File: src/otb_pkg.sv
// Shared definitions for the one-shot timer bank: operation codes, the
// default bank size and the controller/datapath interface structs.
// Depends on nothing; imported by the controller, the datapath and the top level.
`timescale 1ns / 1ps
`default_nettype none

package otb_pkg;

	localparam int CHANNELS_DEFAULT = 16;

	localparam logic [1:0] OP_START  = 2'd0;
	localparam logic [1:0] OP_CANCEL = 2'd1;
	localparam logic [1:0] OP_TICK   = 2'd2;
	localparam logic [1:0] OP_SCAN   = 2'd3;

	// Commands from the controller to the datapath.
	typedef struct packed {
		logic load;       // item accepted this cycle
		logic scan_step;  // read the next channel's timer entry
		logic report;     // capture the result registers
	} otb_cmd_t;

	// Status from the datapath to the controller.
	typedef struct packed {
		logic scan_last;  // the entry being read is the last channel
	} otb_status_t;

endpackage

`default_nettype wire

File: src/otb_ctrl.sv
// Controller of the one-shot timer bank: accepts items, sequences the
// channel scan and times the result strobe. Depends on otb_pkg.
`timescale 1ns / 1ps
`default_nettype none

module otb_ctrl
	import otb_pkg::*;
(
	input  wire logic        clk,
	input  wire logic        arst_n,
	input  wire logic        start,
	input  wire logic [1:0]  operation,
	input  wire otb_status_t status,
	output otb_cmd_t         cmd,
	output logic             busy,
	output logic             done
);

	localparam logic [1:0] S_IDLE   = 2'd0;
	localparam logic [1:0] S_SCAN   = 2'd1;
	localparam logic [1:0] S_DRAIN  = 2'd2;
	localparam logic [1:0] S_REPORT = 2'd3;

	logic [1:0] state_q;
	logic [1:0] state_d;
	logic       done_q;
	logic       accept;

	assign busy   = (state_q != S_IDLE);
	assign accept = start && !busy;
	assign done   = done_q;

	always_comb begin
		state_d       = state_q;
		cmd.load      = 1'b0;
		cmd.scan_step = 1'b0;
		cmd.report    = 1'b0;
		case (state_q)
			S_IDLE: begin
				if (accept) begin
					cmd.load = 1'b1;
					state_d  = (operation == OP_SCAN) ? S_SCAN : S_REPORT;
				end
			end
			S_SCAN: begin
				cmd.scan_step = 1'b1;
				if (status.scan_last) begin
					state_d = S_DRAIN;
				end
			end
			// The last entry is compared while the controller waits here.
			S_DRAIN: begin
				state_d = S_REPORT;
			end
			S_REPORT: begin
				cmd.report = 1'b1;
				state_d    = S_IDLE;
			end
			default: begin
				state_d = S_IDLE;
			end
		endcase
	end

	always_ff @(posedge clk or negedge arst_n) begin
		if (!arst_n) begin
			state_q <= S_IDLE;
			done_q  <= 1'b0;
		end else begin
			state_q <= state_d;
			done_q  <= cmd.report;
		end
	end

endmodule

`default_nettype wire

File: src/otb_datapath.sv
// Datapath of the one-shot timer bank: millisecond counter, channel flags,
// the timer entry memory, the scan compare stage and the result registers.
// Depends on otb_pkg.
`timescale 1ns / 1ps
`default_nettype none

module otb_datapath
	import otb_pkg::*;
#(
	parameter int CHANNELS = CHANNELS_DEFAULT
) (
	input  wire logic        clk,
	input  wire logic        arst_n,
	input  wire otb_cmd_t    cmd,
	output otb_status_t      status,
	input  wire logic [1:0]  operation,
	input  wire logic [3:0]  channel,
	input  wire logic [31:0] duration_ms,
	output logic             running,
	output logic             expired,
	output logic [15:0]      running_mask,
	output logic [15:0]      expired_mask
);

	localparam int CH_W = (CHANNELS > 1) ? $clog2(CHANNELS) : 1;
	localparam logic [6:0] CH_COUNT = 7'(CHANNELS);
	localparam logic [CH_W-1:0] LAST_CH = CH_W'(CHANNELS - 1);

	logic [31:0]         now_q;
	logic [CHANNELS-1:0] armed_q;
	logic [CHANNELS-1:0] run_flag_q;
	logic [CHANNELS-1:0] exp_flag_q;

	// Each entry holds the start time in the upper half, the length below.
	logic [63:0]         entry_mem [CHANNELS];

	logic [CH_W-1:0]     scan_idx_q;
	logic [CH_W-1:0]     idx_s1;
	logic                valid_s1;
	logic [63:0]         entry_s1;
	logic [31:0]         elapsed_s1;
	logic                hit_s1;

	logic [CH_W-1:0]     chan_q;
	logic                in_bank_q;
	logic                in_bank;
	logic [CH_W-1:0]     ch_idx;
	logic                do_start;
	logic                do_cancel;

	logic                running_q;
	logic                expired_q;
	logic [15:0]         running_mask_q;
	logic [15:0]         expired_mask_q;

	assign in_bank   = ({3'b000, channel} < CH_COUNT);
	assign ch_idx    = CH_W'(channel);
	assign do_start  = cmd.load && (operation == OP_START) && in_bank && !armed_q[ch_idx];
	assign do_cancel = cmd.load && (operation == OP_CANCEL) && in_bank;

	assign status.scan_last = (scan_idx_q == LAST_CH);

	assign elapsed_s1 = now_q - entry_s1[63:32];
	assign hit_s1     = valid_s1 && armed_q[idx_s1] && (elapsed_s1 >= entry_s1[31:0]);

	always_ff @(posedge clk) begin
		if (do_start) begin
			entry_mem[ch_idx] <= {now_q, duration_ms};
		end
		if (cmd.scan_step) begin
			entry_s1 <= entry_mem[scan_idx_q];
		end
	end

	always_ff @(posedge clk or negedge arst_n) begin
		if (!arst_n) begin
			now_q      <= '0;
			armed_q    <= '0;
			run_flag_q <= '0;
			exp_flag_q <= '0;
			scan_idx_q <= '0;
			idx_s1     <= '0;
			valid_s1   <= 1'b0;
		end else begin
			if (cmd.load && (operation == OP_TICK)) begin
				now_q <= now_q + 32'd1;
			end
			if (do_start) begin
				armed_q[ch_idx]    <= 1'b1;
				run_flag_q[ch_idx] <= 1'b1;
				exp_flag_q[ch_idx] <= 1'b0;
			end
			if (do_cancel) begin
				armed_q[ch_idx]    <= 1'b0;
				run_flag_q[ch_idx] <= 1'b0;
				exp_flag_q[ch_idx] <= 1'b0;
			end
			if (hit_s1) begin
				run_flag_q[idx_s1] <= 1'b0;
				exp_flag_q[idx_s1] <= 1'b1;
			end
			valid_s1 <= cmd.scan_step;
			if (cmd.scan_step) begin
				idx_s1     <= scan_idx_q;
				// The index wraps to zero after the last channel, ready for the next scan.
				scan_idx_q <= status.scan_last ? '0 : scan_idx_q + 1'b1;
			end
		end
	end

	always_ff @(posedge clk) begin
		if (cmd.load) begin
			chan_q    <= ch_idx;
			in_bank_q <= in_bank;
		end
		if (cmd.report) begin
			running_q      <= in_bank_q && run_flag_q[chan_q];
			expired_q      <= in_bank_q && exp_flag_q[chan_q];
			running_mask_q <= 16'(run_flag_q);
			expired_mask_q <= 16'(exp_flag_q);
		end
	end

	assign running      = running_q;
	assign expired      = expired_q;
	assign running_mask = running_mask_q;
	assign expired_mask = expired_mask_q;

endmodule

`default_nettype wire

File: src/one_shot_timer_bank.sv
// Top level of the one-shot timer bank: joins the controller and the
// datapath. Depends on otb_pkg, otb_ctrl and otb_datapath.
//
// Usage:
//   An item (operation, channel, duration_ms) is taken at a rising edge
//   where start is high and busy is low. Operations: start a channel,
//   cancel a channel, advance the millisecond counter, scan all channels.
//   Each item gives one result (running, expired, running_mask,
//   expired_mask), shown for exactly one cycle while done is high.
//   Start, cancel and tick take effect at the accepting edge; such an item
//   then passes through the report state, whose registered strobe is done.
//   A scan reads one timer entry per cycle from the entry memory and
//   compares it in the following cycle; after the last channel it passes
//   through a drain state, for the last compare, and the report state.
//   The receiver cannot stall: each result is presented once, and the
//   block is idle again in the cycle done is high.
//   Reset clears the counter and all channel flags at once; the timer
//   entries need no clearing because a hit counts only on an armed channel.
`timescale 1ns / 1ps
`default_nettype none

module one_shot_timer_bank
	import otb_pkg::*;
#(
	parameter int CHANNELS = CHANNELS_DEFAULT
) (
	input  wire logic        clk,
	input  wire logic        arst_n,
	input  wire logic        start,
	output logic             busy,
	input  wire logic [1:0]  operation,
	input  wire logic [3:0]  channel,
	input  wire logic [31:0] duration_ms,
	output logic             done,
	output logic             running,
	output logic             expired,
	output logic [15:0]      running_mask,
	output logic [15:0]      expired_mask
);

	otb_cmd_t    cmd;
	otb_status_t status;

	otb_ctrl u_ctrl (
		.clk       (clk),
		.arst_n    (arst_n),
		.start     (start),
		.operation (operation),
		.status    (status),
		.cmd       (cmd),
		.busy      (busy),
		.done      (done)
	);

	otb_datapath #(
		.CHANNELS (CHANNELS)
	) u_datapath (
		.clk          (clk),
		.arst_n       (arst_n),
		.cmd          (cmd),
		.status       (status),
		.operation    (operation),
		.channel      (channel),
		.duration_ms  (duration_ms),
		.running      (running),
		.expired      (expired),
		.running_mask (running_mask),
		.expired_mask (expired_mask)
	);

endmodule

`default_nettype wire

File: config.mk
export PLATFORM = sky130hd
export DESIGN_NAME = one_shot_timer_bank
export DESIGN_NICKNAME = d
export VERILOG_FILES = /design/src/otb_pkg.sv /design/src/otb_ctrl.sv /design/src/otb_datapath.sv /design/src/one_shot_timer_bank.sv
export SDC_FILE = /design/constraint.sdc
export NUM_CORES = 1
export LEC_CHECK = 0
export ABC_AREA = 1
export BUFFER_PORTS_ARGS = -buffer_cell sky130_fd_sc_hd__buf_4
export CORE_MARGIN = 3
export CORE_UTILIZATION = 60
export DETAILED_ROUTE_END_ITERATION = 7
export PLACE_DENSITY = 0.76
export SYNTH_ARGS = -nofsm -noshare
export SYNTH_HDL_FRONTEND = slang
export SYNTH_SLANG_ARGS = --single-unit
File: constraint.sdc
create_clock -name clk -period 4.36 [get_ports clk]
set_input_delay 0.218 -clock clk [delete_from_list [all_inputs] [get_ports clk]]
set_output_delay 0.218 -clock clk [all_outputs]
set_load 0.02 [all_outputs]
==> results of run 1 <==
-- report_power, final --
part,internal [mW],switching (mW),total [mW]
logic,3.13,7.69,10.8
registers,13.8,0.609,14.5
clock network,5.48,4.31,9.79
total,22.5,12.6,35.1
-- worst max-delay path, cell delays in order (launching register included) --
cell and delay [ns]:
dfrtp_1 0.38, inv_1 0.09, ha_1 0.16, inv_1 0.08, fa_1 0.45, nand3_1 0.12
nand2_1 0.10, nand3_1 0.09, nand2_1 0.11, nand3_1 0.10, nand2_1 0.11, nand2_1 0.12
nand2_1 0.06, nand2_1 0.05, nand2_1 0.05, ha_1 0.26, nand2_1 0.06, nor2_1 0.15
nand4_1 0.15, a21oi_1 0.15, nor2_1 0.05, nand2_1 0.06, buf_4 0.29, nand3_1 0.17
nand2_1 0.10, inv_1 0.04
-- final timing paths --
kind / from / end / slack (ns) / cells past startpoint
max: u_datapath.now_q[0] / u_datapath.run_flag_q[0] / 0.68 / 25
min: operation[1] / u_ctrl.state_q[1] / 0.03 / 5
max reg2reg: u_datapath.now_q[0] / u_datapath.run_flag_q[0] / 0.68 / 25
min reg2reg: u_datapath.run_flag_q[3] / u_datapath.running_mask[3] / 0.45 / 0
max in group asynchronous: arst_n / u_datapath.now_q[10] / 3.19 / 3
min in group asynchronous: arst_n / u_ctrl.done / 0.12 / 2
-- cell type report --
class | count | area (sq um)
clock buffer | 143 | 2990
clock inverter | 67 | 697
fill | 5678 | 26000
inverter | 226 | 907
multi-input combinational | 2447 | 12700
sequential | 1218 | 36100
tap | 1070 | 1340
timing repair buffer | 210 | 1990
-- kinds of logic (layout without fill, tap and decap cells) --
group                      after synthesis  count (layout)  synth area share [%]
muxes                                    5               5                 0.101
and+or+nand+nor                       1433            1433                  12.1
DFF                                   1218            1218                  71.4
adders and majority gates               71              71                  1.77
xor gates and xnor gates                52              52                 0.900
buffers and inverters                  436             646                  3.61
AOI/OAI and AO/OA                      886             886                  10.1
-- stage by stage --
stage | power [mW] | hold WS [ns] | setup WS, ns
final | 35.1 | 0.0316 | 0.678
after global routing | 36.6 | 0.0725 | 0.363
after CTS | 35.0 | 0.00987 | 0.705
after detailed placement | 25.2 | 0.319 | 0.727
after global placement | 25.0 | 0.317 | 0.810
after floorplan | 21.5 | -0.0776 | 1.01
-- sequential cells by signal, indices dropped and copies added, names as in the netlist --
register	cells
u_datapath.entry_mem	1024
u_datapath.entry_s1	64
u_datapath.now_q	32
u_datapath.armed_q	16
u_datapath.exp_flag_q	16
u_datapath.expired_mask	16
u_datapath.run_flag_q	16
u_datapath.running_mask	16
u_datapath.chan_q	4
u_datapath.idx_s1	4
u_datapath.scan_idx_q	4
u_ctrl.state_q	2
u_ctrl.done	1
u_datapath.expired	1
u_datapath.running	1
u_datapath.valid_s1	1
-- what timing repair did --
| item | in CTS | in global routing |
|---|---|---|
| setup buffers | 0 | 0 |
| gates resized for setup | 0 | 0 |
| endpoints found under the hold margin | 574 | 0 |
| hold buffers | 39 | 0 |
-- routing by layer --
| metal | part of all wire (%) | track usage, % |
|---|---|---|
| met4 | 3.6 | 11.6 |
| met3 | 10 | 4.65 |
| met1 | 39 | 42.5 |
| met2 | 47 | 47.9 |
| met5 | 0 | 0 |
-- cells in the final DEF (no fill, tap or decap), types with 16 or more instances in the layout --
cell / count
edfxtp_1: 1126
nand2_1: 713
nor2_1: 409
o21ai_0: 338
a21oi_1: 233
inv_1: 194
nand3_1: 178
buf_4: 146
clkbuf_16: 115
dfrtp_1: 88
o21ai_1: 83
o22ai_1: 81
a221oi_1: 77
ha_1: 69
nand4_1: 57
xor2_1: 40
dlygate4sd3_1: 39
o221ai_1: 38
nor3_1: 27
clkbuf_1: 27
clkinv_1: 27
buf_12: 25
inv_4: 17
clkinv_2: 16
==> results.yml, run 1 <==
worst_setup_path:
  required_ns: 4.96
  critPathKind: "flip-flop to flip-flop"
  critPathArrivalTime_ns: 4.28
  path_max_fanout: 16
  cp-start-kind: "flip-flop"
  cp-end-kind: "flip-flop"
logic_synthesis:
  yosysWarnings: 0
  synth_seq_cells: 1218
  synth_cell_types: 49
  synth.largest_area_cell: "edfxtp_1"
  synth_flop_cell: "edfxtp_1"
  synth_area_leaders: "edfxtp_1 (67%), nand2_1 (5.3%), dfrtp_1 (4.6%)"
  ys_top_cells_by_count: "edfxtp_1 (1126), nand2_1 (714), nor2_1 (409)"
  syn_area_per_cell_sq_um: 12.3
  async_reset_ff_share_pct: 7.55
  syn_nets: 4213
  syn_area_sq_mm: 0.0506
  ys_seq_area_share_pct: 71.4
  synth_edf_count: 1126
  netlist_instances: 4101
  synth.most_common_cell: "edfxtp_1"
  synth.top_cell.area_share_pct: 66.8
routing:
  routedWlPerCell_um: 24.5
  drtPass1Iterations: 8
  drc: 0
  viasPerCell: 6.28
  drt_iter0_markers: 4582
  drtAntennaViolNets: 0
  wl_mm: 132
  vias: 33801
clocking:
  clkSinkCount: 1218
  cts-htree-levels: 3
  cts_tree: "done"
  clock_path_buffers: 3
  path_clk_slew_ns: 0.06
  clkLatencyLatePin_ns: 0.70
  cts-root-buf: "clkbuf_16"
  cts_made_buffers: 115
timing:
  fin_crit_ns: 3.68
  worstMarginPinSlew_ns: 0.981
  fmax_mhz: 272
  tns_ns: 0
  drv_slew: 0
  setup_viol: 0
  rsz0062_at_grt: "no"
  slew_headroom_pct: 34.6
  finalHoldViolCount: 0
  period_share_pct: 84.4
  finClkSkew_ns: 0.0362
placed_design:
  dp_hpwl_mm: 72.7
  routabilityCongestion: 0.963
  placed_area_sq_mm: 0.0526
  io_buffers: 76
  placed_cells: 5132
power:
  power_density_mw_per_mm2: 618
  ir_worst_vdd_uv: 521
  leakage_nw: 19.9
floorplan:
  coreArea_sq_mm: 0.0828
  die_area_sq_mm: 0.0878
  die_h_um: 296
  pin_count: 77
  rows: 105
  initial_utilization_pct: 61.1
  die_w_um: 296
finish:
  nets: 4330
  area_delta_synth_final_pct: 12.1
  drive_gt1_share_pct: 10.0
  design_area_sq_mm: 0.0567
  final_cells: 5381
  diodes: 0
  fin_util_pct: 68.5
grt:
  grt_pass1_vias: 32480
  grtUsageTotal_pct: 30.0
  grt_pass1_wl_mm: 197
  grt_max_degree: 204
  grt.overflow.total: 0
  antenna_found_initial: 0
job:
  drv_cap: 0
worst_hold_path:
  worstHoldPathType: "input pin to flip-flop"
status:
  outcome: "finished clean"
Power figures use the tool's default switching activity.
==> run 2, diff against run 1 <==
--- a/config.mk
+++ b/config.mk
@@ -5,12 +5,12 @@
 export SDC_FILE = /design/constraint.sdc
 export NUM_CORES = 1
 export LEC_CHECK = 0
-export ABC_AREA = 1
+export ABC_AREA = 0
 export BUFFER_PORTS_ARGS = -buffer_cell sky130_fd_sc_hd__buf_4
 export CORE_MARGIN = 3
 export CORE_UTILIZATION = 60
 export DETAILED_ROUTE_END_ITERATION = 7
-export PLACE_DENSITY = 0.76
+export PLACE_DENSITY = 0.77
 export SYNTH_ARGS = -nofsm -noshare
 export SYNTH_HDL_FRONTEND = slang
 export SYNTH_SLANG_ARGS = --single-unit
==> constraint.sdc (replaced) <==
create_clock -name clk -period 3.49 [get_ports clk]
set_input_delay 0.1745 -clock clk [delete_from_list [all_inputs] [get_ports clk]]
set_output_delay 0.1745 -clock clk [all_outputs]
set_load 0.02 [all_outputs]
==> results.yml, run 2 <==
grt:
  gr-usage-met2_pct: 45.0
  met3_usage_pct: 3.79
  grt.busiest_layer: "met2"
  grtUsageTotal_pct: 27.4
  antenna_found_initial: 3
  use_met1_pct: 38.5
  grt_pass1_wl_mm: 175
  grt_max_degree: 72
  grt.overflow.total: 0
  grt_pass1_vias: 28079
routing:
  viasPerCell: 6.47
  wl_mm: 117
  routedWlPerCell_um: 27.4
  vias: 27591
  drtAntennaViolNets: 0
  drtPass1Iterations: 5
  drt_iter0_markers: 3396
  drc: 0
worst_setup_path:
  critPathArrivalTime_ns: 4.37
  crit_path_top_delay_cell: "dfrtp_2"
  path_max_fanout: 8
  required_ns: 4.06
  critPathKind: "flip-flop to flip-flop"
  crit_buf_inv: 4
  cp_top_family: "compound AO/OA/AOI/OAI gates"
  startpoint: "u_datapath.now_q[0]"
  r2r_cells: 21
  r2r_slack_ns: -0.32
  cp-end-kind: "flip-flop"
  reg2reg_to: "u_datapath.exp_flag_q[3]"
  cp-start-kind: "flip-flop"
  reg2reg_from: "u_datapath.now_q[0]"
  crit_chain: "inv_2 > ha_4 > inv_2 > fa_2 > a21oi_4 > o21ai_2 > o221ai_2 > a211oi_2 > o211ai_1 > nand2_1 > buf_4 > xor2_1 > ha_2 > a21o_1 > a21o_1 > a21oi_2 > nor2_1 > a211oi_2 > buf_6 > a21bo_4 > o21ai_2"
  slowest_delay_ns: 0.41
clocking:
  cts-root-buf: "clkbuf_16"
  clkSinkCount: 1218
  cts_tree: "done"
  cts-htree-levels: 3
  clkLatencyLatePin_ns: 0.70
  path_clk_slew_ns: 0.06
  cts_made_buffers: 114
  clock_path_buffers: 3
finish:
  regMostFlops: "u_datapath.entry_mem"
  largest_reg_flops: 1024
  final_common_cell: "edfxtp_1"
  top_regs: "u_datapath.entry_mem x1024, u_datapath.entry_s1 x64, u_datapath.now_q x32"
  drive_gt1_share_pct: 23.5
  area_delta_synth_final_pct: 16.9
  nets: 3220
  fin_util_pct: 71.1
  final_cells: 4266
  layout_common_cells: "edfxtp_1 (1126), buf_4 (216), mux2i_1 (192)"
  design_area_sq_mm: 0.0574
  diodes: 0
timing:
  drv_slew: 0
  finClkSkew_ns: 0.0455
  finalHoldViolCount: 0
  setup_viol: 32
  hold_slack_ns: 0.0966
  fmax_mhz: 263
  rsz0062_at_grt: "yes"
  period_share_pct: 109
  worstMarginPinSlew_ns: 0.919
  fin_crit_ns: 3.81
  setup_ws_ns: -0.316
  slew_headroom_pct: 38.6
status:
  violations: "setup timing"
  outcome: "finished, violations left"
logic_synthesis:
  synth_area_leaders: "edfxtp_1 (69%), mux4_2 (6.7%), dfrtp_1 (4.7%)"
  syn_area_per_cell_sq_um: 17.6
  synth_seq_cells: 1218
  yosysWarnings: 0
  synth.top_cell.area_share_pct: 68.9
  syn_area_sq_mm: 0.0491
  syn_nets: 2909
  synth_cell_types: 53
  ys_top_cells_by_count: "edfxtp_1 (1126), mux2i_1 (192), mux4_2 (147)"
  synth.most_common_cell: "edfxtp_1"
  synth_edf_count: 1126
  synth.largest_area_cell: "edfxtp_1"
  netlist_instances: 2797
  ys_seq_area_share_pct: 73.5
  synth_flop_cell: "edfxtp_1"
  async_reset_ff_share_pct: 7.55
power:
  p_switching_mw: 12.5
  p_comb_share_pct: 27.2
  seqPwrFrac_pct: 43.4
  leakage_nw: 19.1
  power_density_mw_per_mm2: 714
  p_sw_share_pct: 30.6
  power.share.clock_pct: 29.4
  p_int_mw: 28.5
  ir_worst_vdd_uv: 519
floorplan:
  coreArea_sq_mm: 0.0808
  initial_utilization_pct: 60.8
  die_area_sq_mm: 0.0853
  pin_count: 77
  die_w_um: 292
  die_h_um: 292
  rows: 104
worst_hold_path:
  worstHoldPathType: "input pin to asynchronous set/reset pin"
placed_design:
  routabilityCongestion: 0.887
  io_buffers: 76
  placed_cells: 3996
  placed_area_sq_mm: 0.0529
  pre_cts_ws_ns: -0.390
  dp_hpwl_mm: 67.1
job:
  drv_cap: 0
==> run 2: cell types whose count changed in the layout (fill, tap and decap cells not counted), sizes merged, moves of 69 or more <==
cell / change
a21oi: -122
mux2i: +188
nand2: -600
mux4: +147
mux2: +69
buf: +113
nand3: -167
nor2: -352
o21ai: -229
inv: -152
==> run 2: what timing repair did <==
| action | CTS | global route |
|---|---|---|
| hold buffers | 42 | 0 |
| resized for setup | 22 | 37 |
| pin swaps | 12 | 6 |
| endpoints found under the hold margin | 585 | 0 |
| setup buffers | 3 | 11 |
| setup endpoints to repair | 32 | 33 |
==> run 2: final cells by class <==
| cell class | instances | area, sq um |
|---|---|---|
| repair buffers | 326 | 3360 |
| multi-input cells | 1373 | 12600 |
| clock inverters | 70 | 649 |
| inverters | 75 | 282 |
| fillers | 4795 | 23400 |
| well taps | 1060 | 1330 |
| clock buffers | 144 | 3040 |
| flip-flops and latches | 1218 | 36100 |
==> run 2: how the worst max path moves through the flow <==
| stage | slack, ns | depth (start not counted) | end |
|---|---|---|---|
| after detailed placement | -0.39 | 20 | u_datapath.exp_flag_q[15] |
| after floorplan | -0.47 | 7 | u_datapath.entry_mem[15][0] |
| after global routing | -0.47 | 21 | u_datapath.exp_flag_q[3] |
| final | -0.32 | 21 | u_datapath.exp_flag_q[3] |
| after CTS | -0.25 | 22 | u_datapath.run_flag_q[9] |
| after global placement | -0.32 | 21 | u_datapath.exp_flag_q[12] |
==> run 2: logic make-up (layout without fill, tap and decap cells) <==
family,Yosys count,after routing,share of synthesized area [%]
buffers and inverters,206,615,1.64
muxes,409,409,12.3
and+or+nand+nor,296,296,2.88
AOI/OAI and AO/OA,536,536,6.77
DFF,1218,1218,73.5
adders and majority gates,71,71,1.82
xor gates and xnor gates,61,61,1.09
==> run 2: per-layer routing <==
layer | routed length [um] | vias up
met5 | 13 | -
met4 | 3930 | 2
met3 | 9340 | 268
met2 | 57300 | 1401
met1 | 46300 | 14127
li1 | - | 11793
==> run 2: power groups by stage <==
stage | registers, mW | clock network (mW) | logic (mW)
2_1_floorplan | 17.9 | 0 | 6.89
3_3_place_gp | 18.2 | 0 | 10.2
3_5_place_dp | 18.2 | 0 | 10.5
4_1_cts | 17.9 | 12.2 | 10.7
5_1_grt | 17.9 | 12.8 | 11.9
6_report | 17.8 | 12.1 | 11.1
==> run 2: stage by stage <==
stage	total power, mW	setup TNS [ns]
2_1_floorplan	24.8	-201.36
5_1_grt	42.6	-13.76
3_5_place_dp	28.7	-10.46
6_report	41.0	-9.07
4_1_cts	40.8	-7.25
3_3_place_gp	28.4	-9.17
